<file path="config.mk">
export PLATFORM = sky130hd
export DESIGN_NAME = ebfb_front
export DESIGN_NICKNAME = d
export VERILOG_FILES = /design/src/event_binary_frame_binner_core_macros.svh /design/src/ebfb_pkg.sv /design/src/ebfb_front.sv
export SDC_FILE = /design/constraint.sdc
export NUM_CORES = 1
export LEC_CHECK = 0
export ABC_CLOCK_PERIOD_IN_PS = 8700
export BUFFER_PORTS_ARGS = -buffer_cell sky130_fd_sc_hd__buf_2
export CAP_MARGIN = 10
export CORE_ASPECT_RATIO = 2
export CORE_MARGIN = 2
export CORE_UTILIZATION = 52
export DETAILED_ROUTE_END_ITERATION = 8
export MAX_ROUTING_LAYER = met4
export PLACE_DENSITY = 0.72
export SLEW_MARGIN = 10
export SYNTH_ARGS = -nofsm -noshare
export SYNTH_HDL_FRONTEND = slang
export SYNTH_SLANG_ARGS = --single-unit
</file>
<file path="constraint.sdc">
create_clock -name clk -period 8.7 [get_ports clk]
set_clock_uncertainty 0.1 [all_clocks]
set_input_delay 1.305 -clock clk [delete_from_list [all_inputs] [get_ports clk]]
set_output_delay 1.305 -clock clk [all_outputs]
set_load 0.005 [all_outputs]
</file>
<file path="src/event_binary_frame_binner_core_macros.svh">
// Assertion macros shared by the frame binner RTL.
// No dependencies; included by the modules that carry checks.
`ifndef EVENT_BINARY_FRAME_BINNER_CORE_MACROS_SVH
`define EVENT_BINARY_FRAME_BINNER_CORE_MACROS_SVH

// Same-cycle implication, disabled while in reset.
`define EBFB_ASSERT_IMPLY(lbl, clk, rst_n, ante, cons) \
  lbl: assert property (@(posedge clk) disable iff (!rst_n) (ante) |-> (cons)) \
    else $error("same-cycle check failed");

// Next-cycle implication, disabled while in reset.
`define EBFB_ASSERT_NEXT(lbl, clk, rst_n, ante, cons) \
  lbl: assert property (@(posedge clk) disable iff (!rst_n) (ante) |=> (cons)) \
    else $error("next-cycle check failed");

`endif

</file>
<file path="src/ebfb_pkg.sv">
// Shared types and constants of the event frame binner.
// No dependencies; imported by every module of the block but ebfb_ram.
package ebfb_pkg;

  localparam int CHANNELS    = 2;
  localparam int WORD_BITS   = 64;
  localparam int WORD_SHIFT  = $clog2(WORD_BITS);
  localparam int TIME_BITS   = 48;
  localparam int SCALE_FRAC  = 12;
  localparam int QUEUE_DEPTH = 8;
  localparam int CFG_DATA_W  = 32;
  localparam int COORD_W     = 15;
  localparam int PROD_W      = 26;

  localparam logic [15:0] SCALE_RESET   = 16'd4096;
  localparam logic [8:0]  PAD_X_RESET   = 9'd0;
  localparam logic [7:0]  PAD_Y_RESET   = 8'd0;
  localparam logic [31:0] WIN_LEN_RESET = 32'd10000;

  typedef enum logic [1:0] {
    MODE_EVENT = 2'd0,
    MODE_READ  = 2'd1,
    MODE_CLOSE = 2'd2,
    MODE_NOP   = 2'd3
  } mode_t;

  typedef enum logic [1:0] {
    CFG_SCALE   = 2'd0,
    CFG_PAD_X   = 2'd1,
    CFG_PAD_Y   = 2'd2,
    CFG_WIN_LEN = 2'd3
  } cfg_idx_t;

  typedef enum logic [1:0] {
    OP_NONE  = 2'd0,
    OP_SET   = 2'd1,
    OP_RDCLR = 2'd2
  } op_t;

  typedef struct packed {
    op_t                   op;
    logic                  ready;
    logic                  stored;
    logic [WORD_SHIFT-1:0] bit_pos;
  } q_ctl_t;

endpackage

</file>
<file path="src/ebfb_front.sv">
// Front end: config registers, window tracking, pixel mapping and op classification.
// Depends on ebfb_pkg; feeds the op queue.
module ebfb_front import ebfb_pkg::*; #(
  parameter int FRAME_W = 320,
  parameter int FRAME_H = 256,
  parameter int AW      = 12
) (
  input  logic                  clk,
  input  logic                  rst_n,
  input  logic                  cfg_we,
  input  logic [1:0]            cfg_index,
  input  logic [CFG_DATA_W-1:0] cfg_wdata,
  input  logic                  in_acc,
  input  logic [1:0]            in_mode,
  input  logic [9:0]            in_sensor_x,
  input  logic [9:0]            in_sensor_y,
  input  logic                  in_polarity,
  input  logic                  in_event_valid,
  input  logic [TIME_BITS-1:0]  in_timestamp,
  input  logic [11:0]           in_word_index,
  output logic                  push,
  output logic [AW-1:0]         push_addr,
  output q_ctl_t                push_ctl,
  output logic [1:0]            inflight
);

  localparam int PLANE       = FRAME_H * FRAME_W;
  localparam int TOTAL       = CHANNELS * PLANE;
  localparam int FRAME_WORDS = (TOTAL + WORD_BITS - 1) / WORD_BITS;
  localparam int BW          = $clog2(TOTAL);
  localparam int CW          = $clog2(FRAME_W);
  localparam int RW          = $clog2(FRAME_H);

  logic [15:0]          scale_r;
  logic [8:0]           pad_x_r;
  logic [7:0]           pad_y_r;
  logic [31:0]          win_len_r;

  logic                 win_open_r, win_open_nxt;
  logic [TIME_BITS-1:0] win_start_r, win_start_nxt;
  logic [TIME_BITS-1:0] win_end_r, win_end_nxt;

  logic                 v1_r, evt1_r, rd1_r, pol1_r, open1_r;
  logic [11:0]          widx1_r;
  logic [PROD_W-1:0]    px1_r, py1_r;
  logic [TIME_BITS-1:0] start1_r, end1_r;

  logic                 v2_r, evt2_r, rd2_r, pol2_r, ready2_r;
  logic [11:0]          widx2_r;
  logic [COORD_W-1:0]   mx2_r, my2_r;

  logic                 v3_r;
  logic [AW-1:0]        addr3_r;
  q_ctl_t               ctl3_r;

  logic                 in_frame;
  logic                 widx_ok;
  logic [BW-1:0]        bit_num;
  q_ctl_t               ctl3_nxt;
  logic [AW-1:0]        addr3_nxt;

  always_ff @(posedge clk) begin
    if (!rst_n) begin
      scale_r   <= SCALE_RESET;
      pad_x_r   <= PAD_X_RESET;
      pad_y_r   <= PAD_Y_RESET;
      win_len_r <= WIN_LEN_RESET;
    end else if (cfg_we) begin
      unique case (cfg_idx_t'(cfg_index))
        CFG_SCALE:   scale_r   <= cfg_wdata[15:0];
        CFG_PAD_X:   pad_x_r   <= cfg_wdata[8:0];
        CFG_PAD_Y:   pad_y_r   <= cfg_wdata[7:0];
        CFG_WIN_LEN: win_len_r <= cfg_wdata[31:0];
      endcase
    end
  end

  always_comb begin
    win_open_nxt  = win_open_r;
    win_start_nxt = win_start_r;
    win_end_nxt   = win_end_r;
    if (in_acc) begin
      unique case (in_mode) inside
        MODE_EVENT: begin
          if (in_event_valid) begin
            if (!win_open_r) begin
              win_open_nxt  = 1'b1;
              win_start_nxt = in_timestamp;
              win_end_nxt   = in_timestamp;
            end else if (in_timestamp > win_end_r) begin
              win_end_nxt = in_timestamp;
            end
          end
        end
        MODE_CLOSE: begin
          win_open_nxt  = 1'b0;
          win_start_nxt = '0;
          win_end_nxt   = '0;
        end
        MODE_READ, MODE_NOP: ;
      endcase
    end
  end

  always_ff @(posedge clk) begin
    if (!rst_n) begin
      win_open_r  <= 1'b0;
      win_start_r <= '0;
      win_end_r   <= '0;
      v1_r        <= 1'b0;
      v2_r        <= 1'b0;
      v3_r        <= 1'b0;
    end else begin
      win_open_r  <= win_open_nxt;
      win_start_r <= win_start_nxt;
      win_end_r   <= win_end_nxt;
      v1_r        <= in_acc;
      v2_r        <= v1_r;
      v3_r        <= v2_r;
    end
  end

  // stage 1: coordinate products and window snapshot
  always_ff @(posedge clk) begin
    if (in_acc) begin
      evt1_r   <= (in_mode == MODE_EVENT) && in_event_valid;
      rd1_r    <= (in_mode == MODE_READ);
      pol1_r   <= in_polarity;
      widx1_r  <= in_word_index;
      px1_r    <= PROD_W'(in_sensor_x) * PROD_W'(scale_r);
      py1_r    <= PROD_W'(in_sensor_y) * PROD_W'(scale_r);
      open1_r  <= win_open_nxt;
      start1_r <= win_start_nxt;
      end1_r   <= win_end_nxt;
    end
  end

  // stage 2: letterbox offsets and window span check
  always_ff @(posedge clk) begin
    if (v1_r) begin
      evt2_r   <= evt1_r;
      rd2_r    <= rd1_r;
      pol2_r   <= pol1_r;
      widx2_r  <= widx1_r;
      mx2_r    <= COORD_W'(px1_r[PROD_W-1:SCALE_FRAC]) + COORD_W'(pad_x_r);
      my2_r    <= COORD_W'(py1_r[PROD_W-1:SCALE_FRAC]) + COORD_W'(pad_y_r);
      ready2_r <= open1_r && ((end1_r - start1_r) >= TIME_BITS'(win_len_r));
    end
  end

  // stage 3: frame bounds, bit address, op select
  always_comb begin
    in_frame = evt2_r && (mx2_r < COORD_W'(FRAME_W)) && (my2_r < COORD_W'(FRAME_H));
    widx_ok  = 32'(widx2_r) < 32'(FRAME_WORDS);
    bit_num  = (pol2_r ? BW'(PLANE) : BW'(0))
             + BW'(my2_r[RW-1:0]) * BW'(FRAME_W)
             + BW'(mx2_r[CW-1:0]);
    ctl3_nxt.ready   = ready2_r;
    ctl3_nxt.stored  = in_frame;
    ctl3_nxt.bit_pos = bit_num[WORD_SHIFT-1:0];
    if (in_frame) begin
      ctl3_nxt.op = OP_SET;
      addr3_nxt   = AW'(bit_num[BW-1:WORD_SHIFT]);
    end else if (rd2_r && widx_ok) begin
      ctl3_nxt.op = OP_RDCLR;
      addr3_nxt   = AW'(widx2_r);
    end else begin
      ctl3_nxt.op = OP_NONE;
      addr3_nxt   = AW'(widx2_r);
    end
  end

  always_ff @(posedge clk) begin
    if (v2_r) begin
      addr3_r <= addr3_nxt;
      ctl3_r  <= ctl3_nxt;
    end
  end

  assign push      = v3_r;
  assign push_addr = addr3_r;
  assign push_ctl  = ctl3_r;
  assign inflight  = {1'b0, v1_r} + {1'b0, v2_r} + {1'b0, v3_r};

endmodule

</file>
# After elaboration in Yosys (flattened, before gate mapping)
# Index checks and enable logic that the tools add are counted.
# classes
order_cmp	5
n_mux	15
n_eq_ne	5
reduce_logical	11
n_addsub	7
mul	3
# ops
cell	n
two-way mux 48 bit	7
case mux 48 bit (2 select lines)	2
multiplier 10 x 16 -> 26 bit	2
>= comparator 48 x 32 -> 1 bit	1
> comparator 48 bit	1
subtractor 48 bit	1
less-than comparator 15 x 9 -> 1 bit (second input constant)	2
adder 17 x 17 -> 18 bit	1
adder 18 x 9 -> 18 bit	1
two-way mux 17 bit	1
adder 14 x 8 -> 15 bit	1
adder 14 x 9 -> 15 bit	1
less-than comparator 12 bit (second input constant)	1
two-way mux 12 bit	1
multiplier 8 x 3 -> 11 bit (second input constant)	1
AND reduction 2 bit	4
equality test 2 bit (second input constant)	3
logical AND 1 bit	5
equality test 2 x 1 -> 1 bit (second input constant)	2
logical NOT 2 bit	2
adder 1 x 1 -> 2 bit	1
adder 2 x 1 -> 2 bit	1
two-way mux 1 bit	2
two-way mux 2 bit	1
case mux 1 bit (2 select lines)	1
# word_totals
ff_bits	397
out_inout_bits	25
elab_cells	77
input_bits	122

# Longest topological paths before layout
# logic_depth
depth_word	6
ltp_mapped	23
ltp_nobuf	22

# Worst setup path after synthesis
# OpenSTA, ideal clock, no wires.
# synth_timing
path_type	in2reg
start	input in_sensor_y[3]
end	register py1_r[19] (data pin)
setup_ps	258
required_ps	8342
path_stages	23
path_buffers	1
path_slack_ps	2204
t_arrival_ps	6138
path_cell_list	clkbuf_1 -> nand2_1 -> fa_1 -> inv_1 -> fa_1 -> inv_1 -> fa_1 -> inv_1 -> fa_1 -> inv_1 -> fa_1 -> inv_1 -> ha_1 -> a21oi_1 -> nor2b_1 -> o21ai_0 -> o311ai_1 -> a311o_1 -> a31oi_1 -> nor2b_1 -> o21a_1 -> nor2_1 -> xnor2_1
# synth_between
elab_chain_cells	1
# synth_rtl
item	line	rtl
start: declaration	ebfb_front.sv:16	input logic [9:0] in_sensor_y,
multiplier 10 x 16 -> 26 bit	ebfb_front.sv:131	py1_r <= PROD_W'(in_sensor_y) * PROD_W'(scale_r);
end signal: assignment	ebfb_front.sv:131	
end: declaration	ebfb_front.sv:45	logic [PROD_W-1:0] px1_r, py1_r;
# Every way passes these cells.
# A chain may end at the register's enable or synchronous reset.

# Worst setup path after layout
# Same ends and word-level chain as after synthesis.

==> impl_metrics.toml <==
[setup_path]
crit_buf_inv = 4
cpMostUsedCell = "fa_1"
cp_slowest_cell = "fa_1"
slowest_delay_ns = 0.61
cp.required_ns = 8.87
crit_path_max_fanout = 16
critPathCaptureType = "flop"
critPathArrivalTime_ns = 6.58
worstSetupPathType = "input pin to flop"
cpLargestDelayFamily = "adder cells"
crit_chain = "buf_2, nand2_1, fa_1, inv_1, fa_1, fa_1, fa_1, inv_1, fa_1, inv_1, ha_1, a21oi_1, nor2b_1, o21ai_0, nand2b_1, a311o_1, a31oi_1, nor2b_1, o21a_1, nor2_1, xnor2_1"
start_kind = "input pin"

[timing]
finalSetupViolCount = 0
slew_headroom_pct = 19.19
rsz0062_at_grt = "false"
max_freq_ghz = 0.1559
fin_setup_tns_ns = 0
maxSlewViolCount = 0
finalHoldViolCount = 0
min_period_ns = 6.416
fin_crit_sh_pct = 73.74
tightestPinTransition_ns = 1.201
holdWs_ns = 0.3126

[floorplan]
fp-row-count = 121
fp.coreArea_mm2 = 0.05420
start_util_pct = 52.30
die_width_um = 169.1
dieArea_mm2 = 0.05651
ioPinCount = 147
die_y_um = 334.2

[clock_tree]
cts_buffers = 35
postCtsResizedCells = 0
clk_latency_ns = 0.54
post_cts_buffers = 0
cts.sinks = 373
clk_pin_slew_ns = 0.07
cts_root_buffer = "clkbuf_16"
cts.path.max_buffers = 3
cts-hold-fix-buffers = 0
cts_tree = "yes"
htreeDepth = 2

[synth]
synth_seq_cells = 373
synthDistinctLibCells = 77
ys_seq_area_share_pct = 33.68
synth_most_common_cell = "inv_1"
ys.flop_type = "edfxtp_1"
yosys.area.top_type_share_pct = 22.03
synth_area_leader_cell = "edfxtp_1"
synth_top_cells_by_area = "edfxtp_1 22%, fa_1 16%, ha_1 12%"
synth_warnings = 0
syn_nets = 3518
netlist_instances = 2893
avgSynthCellArea_um2 = 9.799
synth-edff-count = 208
synth.cell_area_mm2 = 0.02835
synth_common_cells = "397 x inv_1, 365 x nand2_1, 279 x ha_1"
async_flop_share_pct = 0

[routing]
ant_nets = 0
drt_iter0_drc = 1103
finalWirelength_mm = 72.91
vias = 21289
via_per_inst = 5.799
first_pass_iters = 7
wl_per_cell_um = 19.86
route.detailed.drc = 0

[power]
p_sw_mw = 1.453
clkPwrFrac_pct = 31.9
p_comb_share_pct = 25.1
seq_power_share_pct = 43.0
powerDensity_mw_per_mm2 = 155.1
swShare_pct = 30.49
power.internal_mw = 3.313
ir_worst_vdd_v = 0.0001413
power_leakage_nw = 14.10
p_total_mw = 4.767

[final_layout]
syn_to_final_growth_pct = 8.408
layout.nets = 3596
final_core_util_pct = 56.70
n_antenna_cell = 0
fill_cells = 4701
drive_gt1_share_pct = 7.846

[global_route]
grt-ovfl-total = 0
grt_pass1_vias = 22812
grt_util_all_layers_pct = 27.17
grt_max_degree = 64
grt_antenna_before_repair = 0
grt_pass1_wl_mm = 116.9

[placed_design]
dp_hpwl_mm = 57.52
gp_congestion = 0.9203
io_buffers = 146

[run_status]
status = "finished clean"

[flow_run]
maxCapViolCount = 0

[hold_path]
hp-class = "flop to flop"
-- power groups by stage --
stage,registers [mW],clock network [mW],logic [mW]
after floorplan,2.06,0,0.839
after global placement,2.08,0,1.15
after detailed placement,2.09,0,1.19
after CTS,2.05,1.55,1.20
after global routing,2.06,1.61,1.35
final,2.05,1.52,1.20
-- layout make-up --
class | instances | area (um2) | share of cell area (%)
Sequential cell | 373 | 9550 | 31.08
Tap cell | 676 | 845.8 | 2.752
Multi-Input combinational cell | 1998 | 16840 | 54.81
Clock inverter | 15 | 158.9 | 0.5171
Timing Repair Buffer | 165 | 879.6 | 2.862
Inverter | 398 | 1494 | 4.861
Clock buffer | 46 | 958.4 | 3.119
-- metal layers --
layer  global-route usage, %  wire length (um)  vias to the layer above
li1                        -                 -                     9897
met1                   27.00             25290                    10434
met2                   50.31             39400                      682
met3                   2.166              2631                      276
met4                   17.71              5593                        0
met5                       -                 0                        -
-- worst reg2reg max path, stage by stage, from the launching register on --
cell	delay, ns
dfxtp_1	0.96
nand2_1	0.19
fa_1	0.59
inv_1	0.06
fa_1	0.52
fa_1	0.45
fa_1	0.61
inv_1	0.08
fa_1	0.54
inv_1	0.05
ha_1	0.33
a21oi_1	0.16
nor2b_1	0.05
o21ai_0	0.14
nand2b_1	0.11
a311o_1	0.38
a31oi_1	0.28
nor2b_1	0.12
o21a_1	0.18
nor2_1	0.12
xnor2_1	0.08
-- final timing paths --
| kind | startpoint | end | slack [ns] | cells after the start |
|---|---|---|---|---|
| setup / recovery | in_sensor_y[3] | py1_r[19]$_DFFE_PP_ | 2.28 | 21 |
| hold / removal | widx1_r[3]$_DFFE_PP_ | widx2_r[3]$_DFFE_PP_ | 0.31 | 0 |
| setup reg to reg | scale_r[9]$_SDFFE_PN0P_ | py1_r[19]$_DFFE_PP_ | 2.36 | 20 |
| hold reg to reg | widx1_r[3]$_DFFE_PP_ | widx2_r[3]$_DFFE_PP_ | 0.31 | 0 |
-- state kept, by name, indices dropped and copies added, names as in the netlist, 14 cells and up --
| register | count |
|---|---|
| scale_r | 16 |
| py1_r | 14 |
| mx2_r | 15 |
| win_end_r | 48 |
| px1_r | 14 |
| win_len_r | 32 |
| end1_r | 48 |
| win_start_r | 48 |
| start1_r | 48 |
| my2_r | 15 |
-- cells by family after synthesis --
family | share of synthesized area, %
simple gates | 14.56
compound gates | 13.43
buf+inv | 7.022
fa+ha+maj | 28.13
flops | 33.68
xor+xnor | 2.781
mux | 0.3928
-- cell usage in the layout, fill, tap and decap left out, types with 4 or more instances in the layout --
| master | synthesis | layout |
|---|---|---|
| buf_4 | 0 | 19 |
| a31oi_1 | 11 | 11 |
| o31ai_1 | 7 | 7 |
| nor2b_1 | 23 | 23 |
| nor2_1 | 91 | 91 |
| inv_1 | 397 | 397 |
| xnor2_1 | 63 | 63 |
| nand2b_1 | 12 | 12 |
| nand2_1 | 365 | 365 |
| and2_1 | 210 | 210 |
| o2111ai_1 | 8 | 8 |
| ha_1 | 279 | 279 |
| and4_1 | 6 | 6 |
| o21bai_1 | 14 | 14 |
| nor3_1 | 21 | 20 |
| a21boi_0 | 7 | 7 |
| o21ai_1 | 8 | 8 |
| buf_2 | 1 | 145 |
| o31a_1 | 4 | 4 |
| clkbuf_1 | 118 | 8 |
| or4_1 | 4 | 4 |
| or2_2 | 7 | 7 |
| edfxtp_1 | 208 | 208 |
| fa_1 | 224 | 224 |
| o21a_1 | 19 | 19 |
| a211oi_1 | 8 | 8 |
| mux2i_1 | 10 | 10 |
| or3_1 | 8 | 8 |
| nand3_1 | 33 | 33 |
| clkbuf_16 | 0 | 36 |
| a22o_1 | 138 | 138 |
| dfxtp_1 | 165 | 164 |
| a21o_1 | 54 | 54 |
| o211ai_1 | 14 | 14 |
| o21ai_0 | 64 | 64 |
| and3_1 | 13 | 13 |
| nand4_1 | 31 | 31 |
| xor2_1 | 27 | 27 |
| nor4_1 | 6 | 6 |
| a21oi_1 | 155 | 155 |
-- per-stage QoR --
step	area, um2	worst slack, ns	cells
global placement	29610	1.795	3610
global route	30730	1.913	3671
CTS	30730	2.292	3671
floorplan	28350	2.204	2893
finish	30730	2.284	3671
detailed placement	29610	1.705	3610
(Power assumes the default switching activity.)
