## config.mk

```make
export PLATFORM = sky130hd
export DESIGN_NAME = ebfb_queue
export DESIGN_NICKNAME = d
export VERILOG_FILES = /design/src/event_binary_frame_binner_core_macros.svh /design/src/ebfb_pkg.sv /design/src/ebfb_queue.sv
export SDC_FILE = /design/constraint.sdc
export NUM_CORES = 1
export LEC_CHECK = 0
export ABC_AREA = 1
export BUFFER_PORTS_ARGS = -buffer_cell sky130_fd_sc_hd__buf_2
export CORE_UTILIZATION = 55
export DETAILED_ROUTE_END_ITERATION = 10
export MAX_ROUTING_LAYER = met4
export PLACE_DENSITY = 0.73
export SYNTH_ARGS = -nofsm -noshare
export SYNTH_HDL_FRONTEND = slang
export SYNTH_SLANG_ARGS = --single-unit
```

## constraint.sdc

```tcl
create_clock -name clk -period 2.5 [get_ports clk]
set_input_delay 0.5 -clock clk [delete_from_list [all_inputs] [get_ports clk]]
set_output_delay 0.5 -clock clk [all_outputs]
set_load 0.01 [all_outputs]
```

## src/event_binary_frame_binner_core_macros.svh

```systemverilog
// Assertion macros shared by the frame binner RTL.
// No dependencies; included by the modules that carry checks.
`ifndef EVENT_BINARY_FRAME_BINNER_CORE_MACROS_SVH
`define EVENT_BINARY_FRAME_BINNER_CORE_MACROS_SVH

// Same-cycle implication, disabled while in reset.
`define EBFB_ASSERT_IMPLY(lbl, clk, rst_n, ante, cons) \
  lbl: assert property (@(posedge clk) disable iff (!rst_n) (ante) |-> (cons)) \
    else $error("same-cycle check failed");

// Next-cycle implication, disabled while in reset.
`define EBFB_ASSERT_NEXT(lbl, clk, rst_n, ante, cons) \
  lbl: assert property (@(posedge clk) disable iff (!rst_n) (ante) |=> (cons)) \
    else $error("next-cycle check failed");

`endif

```

## src/ebfb_pkg.sv

```systemverilog
// Shared types and constants of the event frame binner.
// No dependencies; imported by every module of the block but ebfb_ram.
package ebfb_pkg;

  localparam int CHANNELS    = 2;
  localparam int WORD_BITS   = 64;
  localparam int WORD_SHIFT  = $clog2(WORD_BITS);
  localparam int TIME_BITS   = 48;
  localparam int SCALE_FRAC  = 12;
  localparam int QUEUE_DEPTH = 8;
  localparam int CFG_DATA_W  = 32;
  localparam int COORD_W     = 15;
  localparam int PROD_W      = 26;

  localparam logic [15:0] SCALE_RESET   = 16'd4096;
  localparam logic [8:0]  PAD_X_RESET   = 9'd0;
  localparam logic [7:0]  PAD_Y_RESET   = 8'd0;
  localparam logic [31:0] WIN_LEN_RESET = 32'd10000;

  typedef enum logic [1:0] {
    MODE_EVENT = 2'd0,
    MODE_READ  = 2'd1,
    MODE_CLOSE = 2'd2,
    MODE_NOP   = 2'd3
  } mode_t;

  typedef enum logic [1:0] {
    CFG_SCALE   = 2'd0,
    CFG_PAD_X   = 2'd1,
    CFG_PAD_Y   = 2'd2,
    CFG_WIN_LEN = 2'd3
  } cfg_idx_t;

  typedef enum logic [1:0] {
    OP_NONE  = 2'd0,
    OP_SET   = 2'd1,
    OP_RDCLR = 2'd2
  } op_t;

  typedef struct packed {
    op_t                   op;
    logic                  ready;
    logic                  stored;
    logic [WORD_SHIFT-1:0] bit_pos;
  } q_ctl_t;

endpackage

```

## src/ebfb_queue.sv

```systemverilog
// Small FIFO decoupling the front end from the frame memory back end.
// Depends on ebfb_pkg for nothing but house style; standalone storage.
module ebfb_queue import ebfb_pkg::*; #(
  parameter int WIDTH = 24,
  parameter int DEPTH = 8
) (
  input  logic                     clk,
  input  logic                     rst_n,
  input  logic                     push,
  input  logic [WIDTH-1:0]         push_data,
  input  logic                     pop,
  output logic                     head_valid,
  output logic [WIDTH-1:0]         head_data,
  output logic [$clog2(DEPTH):0]   count
);

  localparam int PW = $clog2(DEPTH);

  logic [WIDTH-1:0] mem_r [DEPTH];
  logic [PW-1:0]    wr_ptr_r, rd_ptr_r;
  logic [PW:0]      count_r;

  always_ff @(posedge clk) begin
    if (push) begin
      mem_r[wr_ptr_r] <= push_data;
    end
  end

  always_ff @(posedge clk) begin
    if (!rst_n) begin
      wr_ptr_r <= '0;
      rd_ptr_r <= '0;
      count_r  <= '0;
    end else begin
      if (push) begin
        wr_ptr_r <= wr_ptr_r + PW'(1);
      end
      if (pop) begin
        rd_ptr_r <= rd_ptr_r + PW'(1);
      end
      count_r <= count_r + (PW+1)'(push) - (PW+1)'(pop);
    end
  end

  assign head_valid = (count_r != '0);
  assign head_data  = mem_r[rd_ptr_r];
  assign count      = count_r;

endmodule

```

== Word-level counts from Yosys, hierarchy flattened ==
Memory sizes are Yosys's and may differ from the RTL's. A register that Yosys moved wholly into a read port is not among the register bits.
Index checks and enable logic that the tools add are counted.
Storage, ports and cells
  memories: 1
  input bits: 28
  output and inout port bits: 29
  register bits: 10
  RAM bits: 192
  logic and storage cells: 13
Memory list
  mem_r: depth 8, bits a word 24, read ports 1, clocked after memory_dff 1, wr ports 1, line ebfb_queue.sv:19  | logic [WIDTH-1:0] mem_r [DEPTH];
Operators by class
  multiplexer cells: 4
  add/subtract/negate cells: 4
  reductions and logical operators: 1
Operator list (count)
  $add 3x1->3 const B: 2
  $mux 3: 2
  $add 4x1->4: 1
  $reduce_bool 4->1: 1
  $sub 4x1->4: 1
  $mux 1: 2

== Depth between registers and ports, before layout ==
Gate-level depths: netlist of run 1.
  depth in word-level cells: 3
  mapped depth: 9
  mapped depth without buffers: 9

== Worst setup path after synthesis of run 1 ==
Ideal clock, no wire load.
  kind: in2reg
  start point: input push
  end point: memory mem_r[0][0], enable pin
  cell stages on the path: 3
  slack: 0.202 ns
  data arrival time: 1.894 ns
  setup time: 0.405 ns
  path buffers: 0
  required time: 2.095 ns
  cells stage by stage: inv_1 -> or2_2 -> nor2_1
Between the ends
  longest elaborated chain between the ends: 2
Ends and longest elaborated chain
  from (decl): line ebfb_queue.sv:9  | input logic push,
  $mux 1: line ebfb_queue.sv:24  | if (push) begin
  $mux 1 (implied by the code): line ebfb_queue.sv:25  | mem_r[wr_ptr_r] <= push_data;
  to (decl): line ebfb_queue.sv:19
No other way between the ends.

==> results of run 1 <==
-- cell type report --
cell class              instances  area (sq um)
clock inverters                 6          27.5
inverters                     210           793
multi-input cells             459          2000
repair buffers                 76           542
fillers                      1234          5660
well taps                     216           270
flip-flops and latches        205          6030
clock buffers                  28           562
-- sequential cells by signal, indices dropped and copies added, names as in the netlist, named ones only --
signal and count:
rd_ptr_r 3, count 4, mem_r 192, wr_ptr_r 3
-- synth_stat cells, types with 4 or more instances --
| cell type | number |
|---|---|
| a21oi_1 | 7 |
| buf_2 | 20 |
| buf_6 | 6 |
| clkbuf_1 | 6 |
| dfxtp_1 | 13 |
| edfxtp_1 | 192 |
| ha_1 | 7 |
| inv_1 | 209 |
| nand2_1 | 324 |
| nand3_1 | 99 |
| nor2_1 | 14 |
| o21ai_0 | 4 |
-- metal layers --
metal | wire length (um) | vias up | part of all wire, % | global-route usage (%)
met5 | 0 | - | 0 | -
met4 | 425 | 0 | 2.4 | 7.25
met3 | 707 | 42 | 4.0 | 2.79
met2 | 8940 | 131 | 51 | 38.8
met1 | 7540 | 2772 | 43 | 27.8
li1 | - | 2942 | - | -
-- power by group through the flow --
stage               logic, W  clock network [W]  registers, W
floorplan           0.000599                  0       0.00397
detailed placement  0.000918                  0       0.00398
global placement    0.000898                  0       0.00398
finish              0.000915            0.00276       0.00391
CTS                 0.000924            0.00279       0.00391
global route         0.00104            0.00292       0.00392
-- worst paths after layout --
check | slack, ps | end | cells past startpoint | from
min | 280 | mem_r[7][3] | 1 | push_data[3]
max | 100 | head_data[6] | 8 | register
min reg2reg | 510 | wr_ptr_r[0] | 2 | wr_ptr_r[0]
max reg2reg | 850 | count[2] | 8 | count[0]
-- stage by stage --
step           instance area, sq um  hold WS [ps]  cells
6_report                      10200           282   1200
5_1_grt                       10200           283   1200
4_1_cts                       10200           277   1200
3_5_place_dp                   9620           493   1166
3_3_place_gp                   9620           495   1166
2_1_floorplan                  8980           469    910
-- worst reg2reg max path, cell delays in order (launching register included) --
cell and delay, ps:
dfxtp_1 320, inv_1 50, ha_1 260, inv_1 50
ha_1 150, inv_1 60, fa_1 390, o21ai_0 180
a21oi_1 60
-- cell families (layout without fill, tap and decap cells) --
| logic type | Yosys count | after routing | synth area share [%] |
|---|---|---|---|
| and+or+nand+nor | 439 | 439 | 19.8 |
| buffers and inverters | 246 | 320 | 11.2 |
| DFF | 205 | 205 | 67.1 |
| AOI/OAI and AO/OA | 11 | 11 | 0.613 |
| adders and majority gates | 8 | 8 | 1.20 |
| xor gates and xnor gates | 1 | 1 | 0.0976 |
==> flow_metrics.env, run 1 <==
export IMPL_power_density_nw_per_um2=741
export IMPL_globalRouteOverflowTotal=0
export IMPL_yosysTopAreaCell="edfxtp_1"
export IMPL_synth_flop_cell="edfxtp_1"
export IMPL_initial_core_util_pct=56.5
export IMPL_critPathKind="register to output port"
export IMPL_vias=5887
export IMPL_drc_errors=0
export IMPL_grt_pass1_wl_um=28100
export IMPL_cp_top_family="buffers and inverters"
export IMPL_die_w_um=130
export IMPL_antenna_cells=0
export IMPL_p_clk_share_pct=36.4
export IMPL_clk_latency_ps=480
export IMPL_path_max_fanout=44
export IMPL_synth_area_per_cell_sq_um=9.87
export IMPL_io_pins=57
export IMPL_total_power_w=0.00758
export IMPL_synth_edf_count=192
export IMPL_slew_headroom_pct=70.7
export IMPL_path_clk_slew_ps=60
export IMPL_synth_area_sq_um=8980
export IMPL_initialDrtViolationCount=379
export IMPL_setup_ws_ps=102
export IMPL_synth_distinct_cells=18
export IMPL_end_kind="output port"
export IMPL_cpMostUsedCell="nand2_1"
export IMPL_ys_ff_latch=205
export IMPL_outcome="completed"
export IMPL_pwr_share_seq_pct=51.6
export IMPL_yosys_warnings=0
export IMPL_die_y_um=130
export IMPL_drive_gt1_share_pct=11.7
export IMPL_cts_sinks=205
export IMPL_final_common_cell="nand2_1"
export IMPL_setup_viol=0
export IMPL_finalCritPeriodShare_pct=95.9
export IMPL_grt_antenna_before_repair=0
export IMPL_p_int_w=0.00575
export IMPL_finalMaxSlewViolations=0
export IMPL_p_comb_share_pct=12.1
export IMPL_p_sw_share_pct=24.2
export IMPL_seq_area_frac_synth_pct=67.1
export IMPL_fmax_ghz=0.417
export IMPL_yosysTopAreaCellShare_pct=64.2
export IMPL_post_cts_repair_setup_buffers=0
export IMPL_maxCapViolations=0
export IMPL_htree_levels=1
export IMPL_syn_to_final_growth_pct=13.9
export IMPL_place_congestion=0.742
export IMPL_worstPathCellList="inv_6 > buf_16 > nand2_1 > nand3_1 > nand2_1 > nand2_1 > nand2_1 > buf_2"
export IMPL_min_period_ps=2400
export IMPL_placementRows=46
export IMPL_hold_viol=0
export IMPL_synth_nets=946
export IMPL_grt_pass1_vias=5655
export IMPL_cts_hold_buf=0
export IMPL_cts_tree="yes"
export IMPL_power_switching_w=0.00183
export IMPL_slowest_stage="dfxtp_4"
export IMPL_clk_path_buf_depth=3
export IMPL_cts_root_buffer="clkbuf_16"
export IMPL_wl_per_cell_um=14.7
export IMPL_crit_required_ps=2000
export IMPL_syn_inst=910
export IMPL_worst_pin_slew_ps=439
export IMPL_leakagePower_nw=4.74
export IMPL_cp_start_kind="register"
export IMPL_final_antenna_net_count=0
export IMPL_viasPerCell=4.91
export IMPL_fin_setup_tns_ps=0
export IMPL_cp_num_buf_inv=3
export IMPL_cts_buffers=21
export IMPL_portBuffers=56
export IMPL_core_sq_um=15900
export IMPL_pre_cts_ws_ps=526
export IMPL_critPathMaxStageDelay_ps=410
export IMPL_first_pass_iters=4
export IMPL_fin_util_pct=64.4
export IMPL_grt_total_usage_pct=22.5
export IMPL_dieArea_sq_um=16800
export IMPL_final_cell_mix="nand2_1 (324), inv_1 (209), edfxtp_1 (192), nand3_1 (99), buf_2 (56)"
export IMPL_totalWireLength_um=17600
export IMPL_nets=1009
export IMPL_grt_max_degree=49
export IMPL_dp_hpwl_um=10400
export IMPL_cts_resized=0
export IMPL_ys_top_cells_by_area="edfxtp_1 (64%), nand2_1 (14%), inv_1 (8.7%)"
export IMPL_synth_async_reset_ratio_pct=0
export IMPL_ir_worst_vdd_mv=0.578
export IMPL_fin_worst_skew_ps=6.61
export IMPL_cp_data_arrival_time_ps=1900
export IMPL_hp_class="primary input to register"
Power figures use the tool's default switching activity.
==> run 2, diff against run 1 <==
--- a/config.mk
+++ b/config.mk
@@ -5,12 +5,12 @@
 export SDC_FILE = /design/constraint.sdc
 export NUM_CORES = 1
 export LEC_CHECK = 0
-export ABC_AREA = 1
+export ABC_AREA = 0
 export BUFFER_PORTS_ARGS = -buffer_cell sky130_fd_sc_hd__buf_2
 export CORE_UTILIZATION = 55
 export DETAILED_ROUTE_END_ITERATION = 10
 export MAX_ROUTING_LAYER = met4
-export PLACE_DENSITY = 0.73
+export PLACE_DENSITY = 0.74
 export SYNTH_ARGS = -nofsm -noshare
 export SYNTH_HDL_FRONTEND = slang
 export SYNTH_SLANG_ARGS = --single-unit
==> run 2 against run 1 <==
- non-clock buffer count rose by 6
- worst setup slack got worse by 200 ps
- sequential power about the same
- register-to-register slack lost 50 ps
- largest cell class unchanged
- the run now ends with negative setup slack left
==> flow_metrics.env, run 2 <==
export IMPL_outcome="finished, violations left"
export IMPL_violations="negative setup slack"
export IMPL_sequential_cell_area_sq_um=6030
export IMPL_clk_latency_ps=490
export IMPL_cp_num_cells=5
export IMPL_hp_class="primary input to register"
export IMPL_cp_data_arrival_time_ps=2090
export IMPL_leakagePower_nw=3.18
export IMPL_cts_sinks=205
export IMPL_slowest_stage="mux4_2"
export IMPL_critPathKind="register to output port"
export IMPL_yosys_warnings=0
export IMPL_holdPathStages=1
export IMPL_r2r_cells=8
export IMPL_pre_cts_ws_ps=351
export IMPL_min_period_ps=2590
export IMPL_total_power_w=0.00762
export IMPL_synth_distinct_cells=26
export IMPL_path_max_fanout=8
export IMPL_portBuffers=56
export IMPL_largest_register="mem_r"
export IMPL_slew_headroom_pct=67.2
export IMPL_end_kind="output port"
export IMPL_fmax_ghz=0.386
export IMPL_placementRows=43
export IMPL_crit_required_ps=2000
export IMPL_cts_tree="yes"
export IMPL_synth_edf_count=192
export IMPL_final_common_cell="edfxtp_1"
export IMPL_final_antenna_net_count=0
export IMPL_synth_nets=380
export IMPL_io_pins=57
export IMPL_vias=3591
export IMPL_synth_async_reset_ratio_pct=0
export IMPL_cts_root_buffer="clkbuf_16"
export IMPL_finalCritPeriodShare_pct=104
export IMPL_drc_errors=0
export IMPL_stdcell_count=628
export IMPL_cp_top_family="multiplexers"
export IMPL_dieArea_sq_um=14800
export IMPL_power_density_nw_per_um2=807
export IMPL_synth_common_cells="edfxtp_1 (192), mux4_2 (48), dfxtp_1 (13)"
export IMPL_yosysTopAreaCellShare_pct=73.1
export IMPL_core_sq_um=13900
export IMPL_hold_viol=0
export IMPL_grt_total_usage_pct=21.0
export IMPL_multiInputGateArea_sq_um=1800
export IMPL_drive_gt1_share_pct=42.9
export IMPL_cp_start_kind="register"
export IMPL_worstPathCellList="buf_6 > buf_12 > mux4_2 > mux2_4 > buf_6"
export IMPL_grt_max_degree=33
export IMPL_setup_ws_ps=-93.1
export IMPL_first_pass_iters=4
export IMPL_seq_area_frac_synth_pct=76.4
export IMPL_synth_area_per_cell_sq_um=22.9
export IMPL_syn_inst=344
export IMPL_ys_ff_latch=205
export IMPL_ir_worst_vdd_mv=0.441
export IMPL_final_cell_mix="edfxtp_1 (192), mux4_2 (48), buf_2 (37), clkbuf_16 (21), buf_6 (21)"
export IMPL_grt_pass1_vias=3671
export IMPL_globalRouteOverflowTotal=0
export IMPL_synth_flop_cell="edfxtp_1"
export IMPL_hold_slack_ps=276
export IMPL_grt_pass1_wl_um=21500
export IMPL_synth_area_sq_um=7890
export IMPL_die_w_um=122
export IMPL_dp_cells=585
export IMPL_totalWireLength_um=14300
export IMPL_nFillCells=865
export IMPL_nets=470
export IMPL_fin_worst_skew_ps=11.2
export IMPL_cpMostUsedCell="buf_6"
export IMPL_rsz0062_at_grt="true"
export IMPL_worst_pin_slew_ps=492
export IMPL_maxCapViolations=0
export IMPL_finalMaxSlewViolations=0
export IMPL_initialDrtViolationCount=256
export IMPL_path_clk_slew_ps=60
export IMPL_wl_per_cell_um=22.7
export IMPL_initial_core_util_pct=56.6
export IMPL_ys_top_cells_by_area="edfxtp_1 (73%), mux4_2 (14%), dfxtp_1 (3.3%)"
export IMPL_htree_levels=1
export IMPL_place_congestion=0.729
export IMPL_syn_to_final_growth_pct=19.7
export IMPL_cts_buffers=20
export IMPL_dp_hpwl_um=7820
export IMPL_critPathMaxStageDelay_ps=520
export IMPL_yosysTopAreaCell="edfxtp_1"
export IMPL_antenna_cells=0
export IMPL_die_y_um=122
export IMPL_synth_most_common_cell="edfxtp_1"
export IMPL_cp_num_buf_inv=3
export IMPL_grt_antenna_before_repair=0
export IMPL_setup_viol=23
export IMPL_clk_path_buf_depth=3
export IMPL_largest_register_ffs=192
export IMPL_viasPerCell=5.72
[run 2: cell count changes after synthesis, sizes merged, moves of 3 or more]
cell	change
o21ai	-4
nor2	-8
nand2	-319
and2	+7
nor2b	+3
mux2	+24
a21oi	-6
inv	-203
nand3	-98
buf	-20
mux4	+48
nand2b	+4
mux2i	+3
[run 2: cells by family after synthesis]
group	Yosys count	synth area share, %
simple gates	28	1.82
flops	205	76.4
xor+xnor	5	0.555
fa+ha+maj	8	1.36
buf+inv	21	1.62
compound gates	2	0.159
mux	75	18.1
[run 2: layout make-up]
class / count / area share (%)
clock inverter: 4 / 0.238
clock buffer: 32 / 6.32
tap: 180 / 2.38
sequential: 205 / 63.9
inverter: 7 / 0.278
multi-input combinational: 118 / 19.0
timing repair buffer: 82 / 7.88
[run 2: report_power, final]
| part | leakage, nW | total (W) | internal, W | switching, W |
|---|---|---|---|---|
| Clock | 0.302 | 0.00281 | 0.00164 | 0.00117 |
| Sequential | 1.85 | 0.00392 | 0.00387 | 0.0000484 |
| Combinational | 1.03 | 0.000895 | 0.000494 | 0.000401 |
[run 2: per-layer routing]
| metal | up-vias | track usage (%) | wire [um] |
|---|---|---|---|
| met1 | 1843 | 27.0 | 5760 |
| met4 | 0 | 6.40 | 286 |
| li1 | 1601 | - | - |
| met2 | 126 | 34.5 | 7360 |
| met5 | - | - | 0 |
| met3 | 21 | 3.60 | 877 |
[run 2: path summary, 6_finish.rpt]
| check | to | slack (ps) | start |
|---|---|---|---|
| max | head_data[1] | -90 | register |
| min | mem_r[1][21] | 280 | push_data[21] |
| max reg2reg | count[2] | 800 | count[0] |
| min reg2reg | register | 570 | rd_ptr_r[1] |
[run 2: what timing repair did]
action	4_1_cts	5_1_grt
hold buffers	0	0
gates resized for setup	12	25
gates cloned	4	0
endpoints found under the setup margin	24	24
setup buffers	4	0
[run 2: per-stage QoR]
step           setup TNS (ps)  cell area, sq um  utilization (%)
2_1_floorplan               0              7900                -
3_3_place_gp                0              8540             61.3
3_5_place_dp                0              8540             61.3
4_1_cts                 -1920              9340             67.0
5_1_grt                 -2470              9440             67.8
6_report                -1160              9440             67.8
==> run 3, diff against run 2 <==
--- a/config.mk
+++ b/config.mk
@@ -7,6 +7,7 @@
 export LEC_CHECK = 0
 export ABC_AREA = 0
 export BUFFER_PORTS_ARGS = -buffer_cell sky130_fd_sc_hd__buf_2
+export CORE_ASPECT_RATIO = 0.75
 export CORE_UTILIZATION = 55
 export DETAILED_ROUTE_END_ITERATION = 10
 export MAX_ROUTING_LAYER = met4
==> run 3 against run 2 <==
- first-iteration DRC count is 1.2% higher
- highest routed layer unchanged
- the run still ends with negative setup slack left
- count of clock-buffer cells in the layout is 6 lower
- hold slack worse by 3.0 ps
- sequential share of layout area is 0.29 points lower
- sequential cell count stayed put
- critical endpoint is now head_data[19]
- largest cell class unchanged
- clock skew is 3.9 ps lower
- via count is 0.72% higher
- core utilization is 0.76 points higher
- register-to-register slack hardly changed
- global-route usage is 0.25 points higher
==> flow_metrics.env, run 3 (synthesis results as in run 2) <==
export IMPL_globalRouteOverflowTotal=0
export IMPL_clk_path_buf_depth=3
export IMPL_fin_worst_skew_ps=7.33
export IMPL_maxCapViolations=0
export IMPL_largest_register="mem_r"
export IMPL_grt_total_usage_pct=21.2
export IMPL_viasPerCell=5.81
export IMPL_stdcell_count=623
export IMPL_dp_cells=581
export IMPL_crit_required_ps=2000
export IMPL_cts_root_buffer="clkbuf_16"
export IMPL_worstReg2RegEnd="count[2]"
export IMPL_leakagePower_nw=3.20
export IMPL_hp_class="primary input to register"
export IMPL_min_period_ps=2580
export IMPL_htree_levels=1
export IMPL_die_w_um=140
export IMPL_worstPathCellList="buf_12 > buf_16 > mux4_2 > mux2_4 > buf_6"
export IMPL_core_sq_um=13800
export IMPL_sequential_cell_area_sq_um=6030
export IMPL_fin_util_pct=68.5
export IMPL_cp_num_cells=5
export IMPL_die_y_um=106
export IMPL_cts_buffers=20
export IMPL_cp_num_buf_inv=3
export IMPL_power_density_nw_per_um2=826
export IMPL_totalWireLength_um=14200
export IMPL_path_max_fanout=7
export IMPL_multiInputGateArea_sq_um=1790
export IMPL_grt_antenna_before_repair=0
export IMPL_initial_core_util_pct=57.0
export IMPL_r2r_start="count[0]"
export IMPL_final_cell_mix="edfxtp_1 (192), mux4_2 (48), buf_2 (36), clkbuf_16 (21), buf_6 (21)"
export IMPL_total_power_w=0.00783
export IMPL_dp_hpwl_um=8020
export IMPL_ir_worst_vdd_mv=0.676
export IMPL_vias=3617
export IMPL_path_clk_slew_ps=60
export IMPL_setup_ws_ps=-83.4
export IMPL_cts_sinks=205
export IMPL_finalMaxSlewViolations=0
export IMPL_slew_headroom_pct=73.4
export IMPL_fmax_ghz=0.387
export IMPL_holdPathStages=1
export IMPL_drc_errors=0
export IMPL_largest_register_ffs=192
export IMPL_dieArea_sq_um=14800
export IMPL_drive_gt1_share_pct=42.6
export IMPL_end_kind="output port"
export IMPL_finalCritPeriodShare_pct=103
export IMPL_grt_pass1_vias=3713
export IMPL_reg2reg_setup_slack_ps=790
export IMPL_hold_end="mem_r[6][6]"
export IMPL_critPathKind="register to output port"
export IMPL_r2r_cells=8
export IMPL_critPathMaxStageDelay_ps=520
export IMPL_nFillCells=867
export IMPL_rsz0062_at_grt="true"
export IMPL_first_pass_iters=4
export IMPL_stdcell_area_sq_um=9490
export IMPL_hold_viol=0
export IMPL_place_congestion=0.709
export IMPL_slowest_stage="mux4_2"
export IMPL_violations="negative setup slack"
export IMPL_worst_pin_slew_ps=399
export IMPL_final_antenna_net_count=0
export IMPL_final_common_cell="edfxtp_1"
export IMPL_placementRows=37
export IMPL_cp_data_arrival_time_ps=2080
export IMPL_setup_viol=22
export IMPL_cp_start_kind="register"
export IMPL_worstHoldStart="push_data[6]"
export IMPL_clk_latency_ps=490
export IMPL_cp_top_family="multiplexers"
export IMPL_io_pins=57
export IMPL_nets=471
export IMPL_initialDrtViolationCount=259
export IMPL_cts_tree="yes"
export IMPL_wl_per_cell_um=22.9
export IMPL_antenna_cells=0
export IMPL_grt_max_degree=27
export IMPL_hold_slack_ps=273
export IMPL_portBuffers=56
export IMPL_syn_to_final_growth_pct=20.3
export IMPL_grt_pass1_wl_um=22100
export IMPL_outcome="finished, violations left"
export IMPL_placed_area_sq_um=8530
## run 3: metrics by stage
step	setup TNS [ps]	setup WS [ps]
5_1_grt	-2550	-140
2_1_floorplan	0	443
6_report	-1080	-83.4
3_3_place_gp	0	319
3_5_place_dp	0	302
4_1_cts	-1360	-98.2
## run 3: area by class of cell
| type | count | share of cell area, % |
|---|---|---|
| Timing Repair Buffer | 83 | 7.95 |
| Multi-Input combinational cell | 118 | 18.9 |
| Clock inverter | 9 | 1.24 |
| Tap cell | 175 | 2.31 |
| Sequential cell | 205 | 63.6 |
| Clock buffer | 26 | 5.74 |
| Inverter | 7 | 0.277 |
## run 3: power by group
group | switching (W) | internal [W]
clock | 0.00117 | 0.00184
sequential | 0.0000483 | 0.00387
combinational | 0.000404 | 0.000499
total | 0.00163 | 0.00621
## run 3: what timing repair did
action | CTS | global route
resized for setup | 31 | 0
gates cloned | 3 | 0
buffers inserted | 3 | 1
hold buffers | 0 | 0
endpoints found under the setup margin | 21 | 24
## run 3: how the worst max path moves through the flow
| stage | startpoint | to | slack (ps) |
|---|---|---|---|
| 2_1_floorplan | push | mem_r[2][0] | 440 |
| 3_3_place_gp | register | head_data[12] | 320 |
| 3_5_place_dp | register | head_data[12] | 300 |
| 4_1_cts | register | head_data[19] | -100 |
| 5_1_grt | register | head_data[14] | -140 |
| 6_report | register | head_data[19] | -80 |
## run 3: metal layers
metal | part of all wire (%) | up-vias | global-route usage, %
met3 | 7.3 | 27 | 4.59
met4 | 1.8 | 0 | 5.18
met2 | 47 | 131 | 32.4
met1 | 44 | 1863 | 29.7
met5 | 0 | - | -
li1 | - | 1596 | -
